$ cat config.mk
export PLATFORM = sky130hd
export DESIGN_NAME = rectangle_run_coalescer
export DESIGN_NICKNAME = d
export VERILOG_FILES = /design/src/sv/rrc_pkg.sv /design/src/sv/rrc_store.sv /design/src/sv/rrc_ctrl.sv /design/src/sv/rectangle_run_coalescer.sv
export SDC_FILE = /design/constraint.sdc
export NUM_CORES = 1
export LEC_CHECK = 0
export BUFFER_PORTS_ARGS = -buffer_cell sky130_fd_sc_hd__buf_2
export CAP_MARGIN = 40
export CORE_ASPECT_RATIO = 1.5
export CORE_MARGIN = 4
export CORE_UTILIZATION = 55
export DETAILED_ROUTE_END_ITERATION = 6
export PLACE_DENSITY_LB_ADDON = 0.15
export SYNTH_ARGS = -nofsm -noshare
export SYNTH_HDL_FRONTEND = slang
export SYNTH_SLANG_ARGS = --single-unit
$ cat constraint.sdc
create_clock -name clk -period 6.1 [get_ports clk]
set_input_delay 0.915 -clock clk [delete_from_list [all_inputs] [get_ports clk]]
set_output_delay 0.915 -clock clk [all_outputs]
set_load 0.01 [all_outputs]
$ cat src/sv/rrc_pkg.sv
// Shared types, constants and helpers for the rectangle run coalescer.
package rrc_pkg;

	localparam int BATCH_DEPTH_DEF = 16;
	localparam int SIZE_MAX_OUT    = 4096;
	localparam int SCALE_MAX       = 8;
	localparam int RUN_MAX         = 512;

	localparam logic OP_ADD   = 1'b0;
	localparam logic OP_FLUSH = 1'b1;

	localparam logic CFG_SCALE_X = 1'b0;
	localparam logic CFG_SCALE_Y = 1'b1;

	typedef struct packed {
		logic [11:0] x;
		logic [11:0] y;
		logic [12:0] w;
		logic [12:0] h;
	} rect_t;

	typedef struct packed {
		logic rd_en;
		logic wr_en;
	} mem_ctl_t;

	typedef enum logic [1:0] {
		ST_IDLE,
		ST_SEARCH,
		ST_EMIT,
		ST_APPEND
	} state_t;

	function automatic logic [3:0] scale_sat(input logic [3:0] v);
		logic [3:0] r;
		if (v == 4'd0) begin
			r = 4'd1;
		end else if (v > 4'(SCALE_MAX)) begin
			r = 4'(SCALE_MAX);
		end else begin
			r = v;
		end
		return r;
	endfunction

	function automatic logic [9:0] run_sat(input logic [9:0] v);
		logic [9:0] r;
		if (v == 10'd0) begin
			r = 10'd1;
		end else if (v > 10'(RUN_MAX)) begin
			r = 10'(RUN_MAX);
		end else begin
			r = v;
		end
		return r;
	endfunction

endpackage

$ cat src/sv/rrc_store.sv
// Held rectangle memory: one write port, one registered read port.
module rrc_store #(
	parameter int DEPTH = rrc_pkg::BATCH_DEPTH_DEF
) (
	input  logic                     clk,
	input  rrc_pkg::mem_ctl_t        mem_ctl,
	input  logic [$clog2(DEPTH)-1:0] rd_addr,
	input  logic [$clog2(DEPTH)-1:0] wr_addr,
	input  rrc_pkg::rect_t           wr_data,
	output rrc_pkg::rect_t           rd_data
);

	rrc_pkg::rect_t mem [DEPTH];
	rrc_pkg::rect_t rd_data_q;

	always_ff @(posedge clk) begin
		if (mem_ctl.wr_en) begin
			mem[wr_addr] <= wr_data;
		end
		if (mem_ctl.rd_en) begin
			rd_data_q <= mem[rd_addr];
		end
	end

	assign rd_data = rd_data_q;

endmodule

$ cat src/sv/rrc_ctrl.sv
// Sequencer: merge search, append, batch emit and output register.
module rrc_ctrl #(
	parameter int DEPTH = rrc_pkg::BATCH_DEPTH_DEF
) (
	input  logic                     clk,
	input  logic                     arst_n,
	input  logic                     in_valid,
	output logic                     in_stall,
	input  logic                     in_flush,
	input  rrc_pkg::rect_t           in_item,
	output logic                     out_valid,
	input  logic                     out_stall,
	output rrc_pkg::rect_t           out_rect,
	output logic                     out_last,
	output rrc_pkg::mem_ctl_t        mem_ctl,
	output logic [$clog2(DEPTH)-1:0] rd_addr,
	output logic [$clog2(DEPTH)-1:0] wr_addr,
	output rrc_pkg::rect_t           wr_data,
	input  rrc_pkg::rect_t           rd_data
);

	localparam int AW = $clog2(DEPTH);
	localparam int CW = $clog2(DEPTH + 1);

	rrc_pkg::state_t state_q, state_d;
	logic [CW-1:0]   count_q, count_d;
	logic [AW-1:0]   ptr_q, ptr_d;
	logic            issued_q, issued_d;
	logic            flush_q, flush_d;
	rrc_pkg::rect_t  item_q, item_d;
	logic            pend_s1, pend_d;
	logic [AW-1:0]   addr_s1, addr_d;
	logic            first_s1, first_d;
	logic            out_valid_q, out_valid_d;
	rrc_pkg::rect_t  out_rect_q, out_rect_d;
	logic            out_last_q, out_last_d;

	logic            accept;
	logic [CW-1:0]   cnt_dec;
	logic [AW-1:0]   newest;
	logic            full;
	logic            empty;
	logic [13:0]     x_end, y_end, grown_w, grown_h;
	logic            horiz, vert, merge, miss;
	logic            out_free, emit_last;

	assign in_stall  = (state_q != rrc_pkg::ST_IDLE);
	assign accept    = in_valid && !in_stall;
	assign cnt_dec   = count_q - CW'(1);
	assign newest    = cnt_dec[AW-1:0];
	assign full      = (count_q == CW'(DEPTH));
	assign empty     = (count_q == '0);

	assign x_end   = {2'b00, rd_data.x} + {1'b0, rd_data.w};
	assign y_end   = {2'b00, rd_data.y} + {1'b0, rd_data.h};
	assign grown_w = {1'b0, rd_data.w} + {1'b0, item_q.w};
	assign grown_h = {1'b0, rd_data.h} + {1'b0, item_q.h};

	assign horiz = pend_s1 && first_s1 && (x_end == {2'b00, item_q.x})
		&& (rd_data.y == item_q.y) && (rd_data.h == item_q.h)
		&& (grown_w <= 14'(rrc_pkg::SIZE_MAX_OUT));
	assign vert  = pend_s1 && (y_end == {2'b00, item_q.y})
		&& (rd_data.x == item_q.x) && (rd_data.w == item_q.w)
		&& (grown_h <= 14'(rrc_pkg::SIZE_MAX_OUT));
	assign merge = horiz || vert;
	assign miss  = pend_s1 && !merge && (addr_s1 == '0);

	assign out_free  = !out_valid_q || !out_stall;
	assign emit_last = (addr_s1 == newest);

	always_comb begin
		state_d = state_q;
		unique case (state_q)
			rrc_pkg::ST_IDLE: begin
				if (accept) begin
					if (in_flush == rrc_pkg::OP_FLUSH) begin
						state_d = empty ? rrc_pkg::ST_IDLE : rrc_pkg::ST_EMIT;
					end else begin
						state_d = empty ? rrc_pkg::ST_APPEND : rrc_pkg::ST_SEARCH;
					end
				end
			end
			rrc_pkg::ST_SEARCH: begin
				if (merge) begin
					state_d = rrc_pkg::ST_IDLE;
				end else if (miss) begin
					state_d = full ? rrc_pkg::ST_EMIT : rrc_pkg::ST_APPEND;
				end
			end
			rrc_pkg::ST_EMIT: begin
				if (pend_s1 && out_free && emit_last) begin
					state_d = (flush_q == rrc_pkg::OP_FLUSH) ? rrc_pkg::ST_IDLE
						: rrc_pkg::ST_APPEND;
				end
			end
			rrc_pkg::ST_APPEND: begin
				state_d = rrc_pkg::ST_IDLE;
			end
			default: begin
				state_d = rrc_pkg::ST_IDLE;
			end
		endcase
	end

	always_comb begin
		mem_ctl     = '0;
		rd_addr     = ptr_q;
		wr_addr     = addr_s1;
		wr_data     = rd_data;
		count_d     = count_q;
		ptr_d       = ptr_q;
		issued_d    = issued_q;
		flush_d     = flush_q;
		item_d      = item_q;
		pend_d      = pend_s1;
		addr_d      = addr_s1;
		first_d     = first_s1;
		out_valid_d = out_valid_q && out_stall;
		out_rect_d  = out_rect_q;
		out_last_d  = out_last_q;
		unique case (state_q)
			rrc_pkg::ST_IDLE: begin
				pend_d = 1'b0;
				if (accept) begin
					item_d   = in_item;
					flush_d  = in_flush;
					issued_d = 1'b0;
					ptr_d    = (in_flush == rrc_pkg::OP_FLUSH) ? '0 : newest;
				end
			end
			rrc_pkg::ST_SEARCH: begin
				// newest to oldest, one read a cycle
				mem_ctl.rd_en = !issued_q;
				pend_d        = !issued_q;
				addr_d        = ptr_q;
				first_d       = (ptr_q == newest);
				if (!issued_q) begin
					if (ptr_q == '0) begin
						issued_d = 1'b1;
					end else begin
						ptr_d = ptr_q - AW'(1);
					end
				end
				if (horiz) begin
					mem_ctl.wr_en = 1'b1;
					wr_data.w     = grown_w[12:0];
				end else if (vert) begin
					mem_ctl.wr_en = 1'b1;
					wr_data.h     = grown_h[12:0];
				end
				if (merge || miss) begin
					pend_d = 1'b0;
					ptr_d  = '0;
				end
			end
			rrc_pkg::ST_EMIT: begin
				if (pend_s1) begin
					if (out_free) begin
						out_valid_d = 1'b1;
						out_rect_d  = rd_data;
						out_last_d  = emit_last;
						if (emit_last) begin
							pend_d  = 1'b0;
							count_d = '0;
						end else begin
							mem_ctl.rd_en = 1'b1;
							addr_d        = ptr_q;
							ptr_d         = ptr_q + AW'(1);
						end
					end
				end else begin
					mem_ctl.rd_en = 1'b1;
					pend_d        = 1'b1;
					addr_d        = ptr_q;
					ptr_d         = ptr_q + AW'(1);
				end
			end
			rrc_pkg::ST_APPEND: begin
				mem_ctl.wr_en = 1'b1;
				wr_addr       = count_q[AW-1:0];
				wr_data       = item_q;
				count_d       = count_q + CW'(1);
			end
			default: begin
				pend_d = 1'b0;
			end
		endcase
	end

	always_ff @(posedge clk or negedge arst_n) begin
		if (!arst_n) begin
			state_q     <= rrc_pkg::ST_IDLE;
			count_q     <= '0;
			ptr_q       <= '0;
			issued_q    <= 1'b0;
			flush_q     <= 1'b0;
			pend_s1     <= 1'b0;
			addr_s1     <= '0;
			first_s1    <= 1'b0;
			out_valid_q <= 1'b0;
		end else begin
			state_q     <= state_d;
			count_q     <= count_d;
			ptr_q       <= ptr_d;
			issued_q    <= issued_d;
			flush_q     <= flush_d;
			pend_s1     <= pend_d;
			addr_s1     <= addr_d;
			first_s1    <= first_d;
			out_valid_q <= out_valid_d;
		end
	end

	always_ff @(posedge clk) begin
		item_q     <= item_d;
		out_rect_q <= out_rect_d;
		out_last_q <= out_last_d;
	end

	assign out_valid = out_valid_q;
	assign out_rect  = out_rect_q;
	assign out_last  = out_last_q;

endmodule

$ cat src/sv/rectangle_run_coalescer.sv
// Top level of the rectangle run coalescer: scale registers, input scaling, store and sequencer.
//
//  channel | handshake             | beat
//  --------+-----------------------+------------------------------------------------
//  in      | in_valid / in_stall   | operation, run_x, run_y, run_width, run_height
//  out     | out_valid / out_stall | rect_x, rect_y, rect_width, rect_height, last_of_batch
//  cfg     | cfg_valid / cfg_ready | cfg_index, cfg_data
//
// An add is accepted, then the held entries are read newest to oldest, one a cycle, through the
// registered read port; a merge ends the search, else the item is appended to the batch.
// Flush, or an add into a full batch, first emits every held rectangle, holding while out_stall is high.
// One item is in work at a time; in_stall is high until it is done.
// Reset empties the batch and sets both scales to 1; no clearing pass.
// A stalled output only holds emission; a finished result waits in the output register.
module rectangle_run_coalescer #(
	parameter int BATCH_DEPTH = rrc_pkg::BATCH_DEPTH_DEF
) (
	input  logic        clk,
	input  logic        arst_n,
	input  logic        in_valid,
	output logic        in_stall,
	input  logic        operation,
	input  logic [8:0]  run_x,
	input  logic [8:0]  run_y,
	input  logic [9:0]  run_width,
	input  logic [9:0]  run_height,
	output logic        out_valid,
	input  logic        out_stall,
	output logic [11:0] rect_x,
	output logic [11:0] rect_y,
	output logic [12:0] rect_width,
	output logic [12:0] rect_height,
	output logic        last_of_batch,
	input  logic        cfg_valid,
	output logic        cfg_ready,
	input  logic        cfg_index,
	input  logic [3:0]  cfg_data
);

	localparam int AW = $clog2(BATCH_DEPTH);

	logic [3:0]        sx_q, sy_q;
	logic [12:0]       x_prod, y_prod;
	logic [13:0]       w_prod, h_prod;
	rrc_pkg::rect_t    in_item;
	rrc_pkg::rect_t    out_rect;
	rrc_pkg::rect_t    wr_data, rd_data;
	rrc_pkg::mem_ctl_t mem_ctl;
	logic [AW-1:0]     rd_addr, wr_addr;

	assign cfg_ready = 1'b1;

	always_ff @(posedge clk or negedge arst_n) begin
		if (!arst_n) begin
			sx_q <= 4'd1;
			sy_q <= 4'd1;
		end else if (cfg_valid && cfg_ready) begin
			unique case (cfg_index)
				rrc_pkg::CFG_SCALE_X: sx_q <= rrc_pkg::scale_sat(cfg_data);
				rrc_pkg::CFG_SCALE_Y: sy_q <= rrc_pkg::scale_sat(cfg_data);
				default: begin
				end
			endcase
		end
	end

	assign x_prod = {4'd0, run_x} * {9'd0, sx_q};
	assign y_prod = {4'd0, run_y} * {9'd0, sy_q};
	assign w_prod = {4'd0, rrc_pkg::run_sat(run_width)} * {10'd0, sx_q};
	assign h_prod = {4'd0, rrc_pkg::run_sat(run_height)} * {10'd0, sy_q};

	assign in_item.x = x_prod[11:0];
	assign in_item.y = y_prod[11:0];
	assign in_item.w = w_prod[12:0];
	assign in_item.h = h_prod[12:0];

	rrc_store #(
		.DEPTH(BATCH_DEPTH)
	) u_store (
		.clk    (clk),
		.mem_ctl(mem_ctl),
		.rd_addr(rd_addr),
		.wr_addr(wr_addr),
		.wr_data(wr_data),
		.rd_data(rd_data)
	);

	rrc_ctrl #(
		.DEPTH(BATCH_DEPTH)
	) u_ctrl (
		.clk      (clk),
		.arst_n   (arst_n),
		.in_valid (in_valid),
		.in_stall (in_stall),
		.in_flush (operation),
		.in_item  (in_item),
		.out_valid(out_valid),
		.out_stall(out_stall),
		.out_rect (out_rect),
		.out_last (last_of_batch),
		.mem_ctl  (mem_ctl),
		.rd_addr  (rd_addr),
		.wr_addr  (wr_addr),
		.wr_data  (wr_data),
		.rd_data  (rd_data)
	);

	assign rect_x      = out_rect.x;
	assign rect_y      = out_rect.y;
	assign rect_width  = out_rect.w;
	assign rect_height = out_rect.h;

endmodule

Word level (Yosys, flattened, before mapping)
Memories as Yosys holds them, arrays and structs flattened. A register that Yosys moved wholly into a read port is not among the register bits.
Index checks and enable logic that the tools add are counted.
{ "totals": {"inputBits": 49, "regBits": 129, "mem_count": 1, "ram_bits": 800, "wordCells": 164} }
{ "mem_list": {"columns": ["name", "depth", "width", "read_ports", "rd_clocked_by_memory_dff", "write_ports", "line_no", "rtl"], "rows": [
  ["u_store.mem", 16, 50, 1, 1, 1, "rrc_store.sv:13", "rrc_pkg::rect_t mem [DEPTH];"]
]} }
{ "classes": {"eq_ne": 22, "mux": 59, "bitwise": 1, "mul": 4, "magnitude_cmp": 5, "n_reduce_logical": 44, "n_addsub": 8} }
{ "ops": {"columns": ["operator", "n"], "rows": [
  ["4-bit two-way mux", 14],
  ["26-bit one-hot mux with 2 select lines", 1],
  ["10-bit two-way mux", 4],
  ["13-bit two-way mux", 3],
  ["12-bit by 13-bit adder with 14-bit output", 2],
  ["13-bit by 13-bit adder with 14-bit output", 2],
  ["14-bit by 12-bit equality test with 1-bit output", 2],
  ["14-bit by 13-bit <= comparator with 1-bit output (second input constant)", 2],
  ["13-bit equality test", 2],
  ["10-bit by 4-bit multiplier with 13-bit output", 2],
  ["12-bit equality test", 2],
  ["9-bit by 4-bit multiplier with 12-bit output", 2],
  ["24-bit two-way mux", 1],
  ["10-bit greater-than comparator (second input constant)", 2],
  ["10-bit logical NOT", 2],
  ["1-bit two-way mux", 17],
  ["2-bit two-way mux", 8],
  ["1-bit logical AND", 15],
  ["5-bit two-way mux", 3],
  ["4-bit logical NOT", 3],
  ["3-bit inequality test (second input constant)", 4],
  ["4-bit one-hot mux with 3 select lines", 1],
  ["2-bit by 1-bit inequality test with 1-bit output (second input constant)", 5],
  ["5-bit one-hot mux with 2 select lines", 1],
  ["24 further kinds", 43]
]} }

Longest topological paths before layout
{ "depth": {"ltp_word": 13, "mapped_depth": 19} }

By module
Synthesis repeated with hierarchy kept, for this count alone.
{ "hier_totals": {"cells_unflattened": 2716, "hier_area_um2": 44936.8} }
{ "by_module_without_submodules": {"columns": ["module", "instances", "seq_area_each_um2", "cells_each", "area_per_inst_um2"], "rows": [
  ["rrc_store", 1, 25524.5, 1294, 31412.6],
  ["rrc_ctrl", 1, 3533.4, 849, 8867.3],
  ["rectangle_run_coalescer", 1, 202.7, 573, 4657.0]
]} }

Least setup slack after synthesis
Ideal clock, no wire load.
{ "synth_timing": {"path_kind": "flip-flop to flip-flop", "start": "register u_store.rd_data[0] (netlist name)", "end": "memory u_store.mem[13][0] (netlist name) (enable)", "t_arrival_ps": 5367, "period_less_slack_ps": 5825, "setup_ps": 458, "stages_incl_launch_ff": 13, "path_buffers": 0, "path_slack_ps": 275, "required_ps": 5642, "cell_sequence": "edfxtp_1 ha_1 fa_1 a211oi_2 o21bai_1 a21o_1 or3_1 a21oi_1 a41oi_1 nor4_4 o21ai_4 o31a_4 nor2_1"} }
{ "synth_between": {"elab_chain_cells": 11, "elab_cells_between_ends": 16} }
{ "synth_lines": {"columns": ["element", "line_no", "rtl"], "rows": [
  ["parallel branches: the longest is 7 deep, another holds 13-bit by 13-bit adder with 14-bit output", null, null],
  ["1-bit two-way mux (*)", "rrc_ctrl.sv:144", "if (horiz) begin"],
  ["1-bit one-hot mux with 2 select lines (*)", "rrc_ctrl.sv:121", "unique case (state_q)"],
  ["1-bit two-way mux (*)", "rrc_store.sv:17", "if (mem_ctl.wr_en) begin"],
  ["1-bit two-way mux (not written as such) (*)", "rrc_store.sv:18", "mem[wr_addr] <= wr_data;"],
  ["end, declared", "rrc_store.sv:13", null]
]} }
Every way passes the cells marked *.

Worst setup path in the final report
{ "layout_timing": {"start": "register u_store.rd_data[19] (netlist name)", "end": "memory u_store.mem[12][38] (netlist name) (enable)"} }
{ "layout_between": {"elab_chain_cells": 10, "elab_cells_between_ends": 16} }
{ "layout_lines": {"columns": ["element", "line_no"], "rows": [
  ["parallel branches: the longest is 6 deep, another holds 13-bit by 13-bit adder with 14-bit output", null],
  ["1-bit two-way mux (*)", "rrc_ctrl.sv:144"],
  ["1-bit one-hot mux with 2 select lines (*)", "rrc_ctrl.sv:121"],
  ["1-bit two-way mux (*)", "rrc_store.sv:17"],
  ["1-bit two-way mux (not written as such) (*)", "rrc_store.sv:18"]
]} }
Marks and branches as above.

==> flow_summary.yaml <==
synthesis:
  synthesis.area_sq_um: 44500
  post_synth_num_cell_types: 91
  yosysWarnings: 0
  postSynth.topFlopCell: "edfxtp_1"
  ranking_of_synthesized_cells_by_area: "edfxtp_1, mux4_2, ha_1"
  yosys.area.top_type_share_pct: 64.1
  post-synth-top-area-cell: "edfxtp_1"
  seq_area_frac_synth_pct: 65.7
  number_of_enable_type_register_cells_in_the_synthesized_netlist: 951
  syn_nets: 2768
  synth_cells: 2534
  syn_avg_cell_area_sq_um: 17.6
  proportion_of_synthesized_flip_flops_having_asynchronous_set_or_reset_pct: 2.86
  synth_seq_cells: 979
clocking:
  cts_root_buf: "clkbuf_16"
  numCtsBuffers: 92
  clock_sinks: 979
  clk_latency_ps: 650
  htree_num_levels: 3
  max_clock_buf_depth: 3
  cts_tree: "built"
  cts.clk_slew.worst_paths_ps: 60
  cells_resized_by_post_cts_repair: 0
  cts_hold_buffers_added: 0
  cts_post_setup_buffers_inserted: 0
timing:
  report.final.setup_viol: 0
  fmaxAchievable_ghz: 0.204
  timing.clock.skew_ps: 25.8
  final_min_period_ps: 4910
  headroom_to_the_max_slew_limit_pct: 35.0
  hold_fails_final_rpt: 0
  fin_crit_sh_pct: 80.5
  final_max_slew_viol_count: 0
  setup-tns-final_ps: 0
  setup_repair_after_global_routing_missed_its_margin: "false"
  tightest_slew_ps: 975
floorplan:
  row_count: 127
  die_w_microns: 240
  die-area_sq_um: 85700
  core_region_area_sq_um: 80100
  io-pin-count: 103
  initial_core_utilization_pct: 55.6
  die_h_microns: 357
grt:
  maximum_number_of_pins_on_one_net_before_global_route_repair: 101
  grt_overflow: 0
  antenna_found_initial: 5
  grt_usage_pct: 27.4
  grt_first_pass_wirelength_microns: 171000
  vias_in_the_first_global_route: 25400
power_and_ir_drop:
  pwr-share-seq_pct: 40.6
  netSwitchingPower_uw: 9520
  p_comb_share_pct: 37.5
  net_switching_fraction_of_the_power_pct: 35.7
  leakagePower_uw: 0.0173
  share_clk_of_total_power_pct: 21.9
  power_report.internal_total_uw: 17200
  powerDensity_nw_per_um2: 534
  peakVddDrop_mv: 0.438
setup_path:
  critPathArrivalTime_ps: 5230
  critical_path_class: "flip-flop to flip-flop"
  r2r.worst_path.cells: 13
  cp_slowest_stage_delay_ps: 650
  cpLargestDelayFamily: "simple AND/OR/NAND/NOR gates"
  worstPathRequired_ps: 6420
  worstPathBufferInverterCount: 2
  cp_max_fo: 30
  crit_chain: "ha_1 -> nor4_1 -> nand2_1 -> nor3_1 -> buf_4 -> nand4_1 -> nor4_1 -> nand4_1 -> nor4_4 -> o21ai_4 -> o31a_4 -> nor2_4 -> buf_12"
  worstSetupPathDepth: 13
  cp_slowest_cell: "edfxtp_1"
  endpoint_kind: "flip-flop"
  worstSetupStartpointType: "flip-flop"
drt:
  drt-pass1-iter-count: 5
  routed_length_per_placed_instance_microns: 30.2
  viasPerCell: 6.36
  routed_wl_microns: 115000
  vias: 24300
  drc: 0
  drt_first_iter_violations: 2196
  postRouteAntennaNets: 0
layout:
  mostFrequentLayoutCells: "edfxtp_1, mux4_2, nand2_1, ha_1"
  fin_util_pct: 62.4
  nets: 2942
  mostFrequentLayoutCell: "edfxtp_1"
  area_growth_syn_to_layout_pct: 12.2
  drive_above_1_share_pct: 23.3
worst_hold_path:
  hold_path.class: "input pin to asynchronous set/reset pin"
place:
  dpl.hpwl_microns: 75800
  gp_congestion: 0.924
  io_buffer_count: 101
job:
  timing.max_cap.violations: 0
run_status:
  outcome: "finished clean"
## kinds of logic (layout without fill, tap and decap cells)
logic type,Yosys count,in the layout,share of synthesized area [%]
buffers and inverters,203,453,1.90
other,1,2,0.00842
XOR/XNOR,130,130,2.59
AND/OR/NAND/NOR,431,431,4.95
adder cells (fa/ha/maj),185,185,6.28
AO/OA/AOI/OAI,300,300,4.62
flip-flops,979,979,65.7
multiplexers,305,305,14.0
## layout make-up
| type | count | area, sq um |
|---|---|---|
| repair buffers | 180 | 1360 |
| clock inverters | 59 | 653 |
| flip-flops and latches | 979 | 29300 |
| fillers | 5715 | 30100 |
| clock buffers | 111 | 2420 |
| multi-input cells | 1352 | 14600 |
| well taps | 1032 | 1290 |
| inverters | 103 | 389 |
| diodes | 1 | 2.50 |
## routing by layer
layer	global-route usage, %	wire [microns]	part of all wire (%)
met5	0	0	0
met4	10.7	5120	4.4
met3	4.07	7410	6.4
met2	46.4	59000	51
met1	36.4	43700	38
## path summary, 6_finish.rpt
check,start,to,slack (ps)
hold / removal,arst_n,sx_q[3]$_DFFE_PN0P_,360
setup / recovery,u_store.rd_data[19]$_DFFE_PP_,u_store.mem[12][38]$_DFFE_PP_,1190
max in group asynchronous,arst_n,u_ctrl.rd_addr[0]$_DFFE_PN0P_,5140
min in group clk,u_ctrl.first_s1$_DFFE_PN0P_,u_ctrl.first_s1$_DFFE_PN0P_,490
hold reg to reg,u_ctrl.first_s1$_DFFE_PN0P_,u_ctrl.first_s1$_DFFE_PN0P_,490
setup reg to reg,u_store.rd_data[19]$_DFFE_PP_,u_store.mem[12][38]$_DFFE_PP_,1190
## metrics by stage
stage,hold WS [ps],worst slack (ps),std cells,total power [uW],area [sq um]
finish,364,1190,3817,26700,50000
global route,385,957,3817,27900,50000
CTS,350,1170,3816,26800,50000
detailed placement,473,1050,3646,20900,46900
global placement,464,955,3644,20700,46800
floorplan,446,275,2534,17300,44500
## synthesized netlist by cell type, types with 58 or more instances
library cell / count
fa_1: 64
edfxtp_1: 951
a21oi_1: 69
nor2_1: 58
nand2_1: 161
inv_1: 102
clkbuf_1: 75
ha_1: 121
and2_1: 66
o21ai_0: 58
mux4_2: 250
xnor2_1: 92
## power by group through the flow
stage | Combinational, uW | Sequential [uW] | Clock [uW]
after floorplan | 6920 | 10400 | 0
after global placement | 9770 | 10900 | 0
after detailed placement | 9970 | 11000 | 0
after CTS | 10000 | 10800 | 5940
after global routing | 10800 | 10900 | 6240
final | 10000 | 10800 | 5840
## worst register-to-register path, delay by kind of cell, from the launching register on
kind / cells / cell delay [ps]
AO/OA/AOI/OAI: 2 / 520
adder cells (fa/ha/maj): 1 / 490
AND/OR/NAND/NOR: 8 / 2470
buffers and inverters: 2 / 460
flip-flops: 1 / 650
## registers in the layout, summed over array words and instances, names as in the netlist
name              count
u_ctrl.rd_addr        4
u_ctrl.out_last       1
u_ctrl.out_rect      50
u_ctrl.state_q        2
u_ctrl.flush_q        1
sy_q                  4
u_ctrl.pend_s1        1
u_store.mem         800
u_ctrl.issued_q       1
u_store.rd_data      50
u_ctrl.first_s1       1
u_ctrl.addr_s1        4
u_ctrl.count_q        5
sx_q                  4
u_ctrl.out_valid      1
u_ctrl.item_q        50
Note: power is estimated with default switching activity, not from simulation.
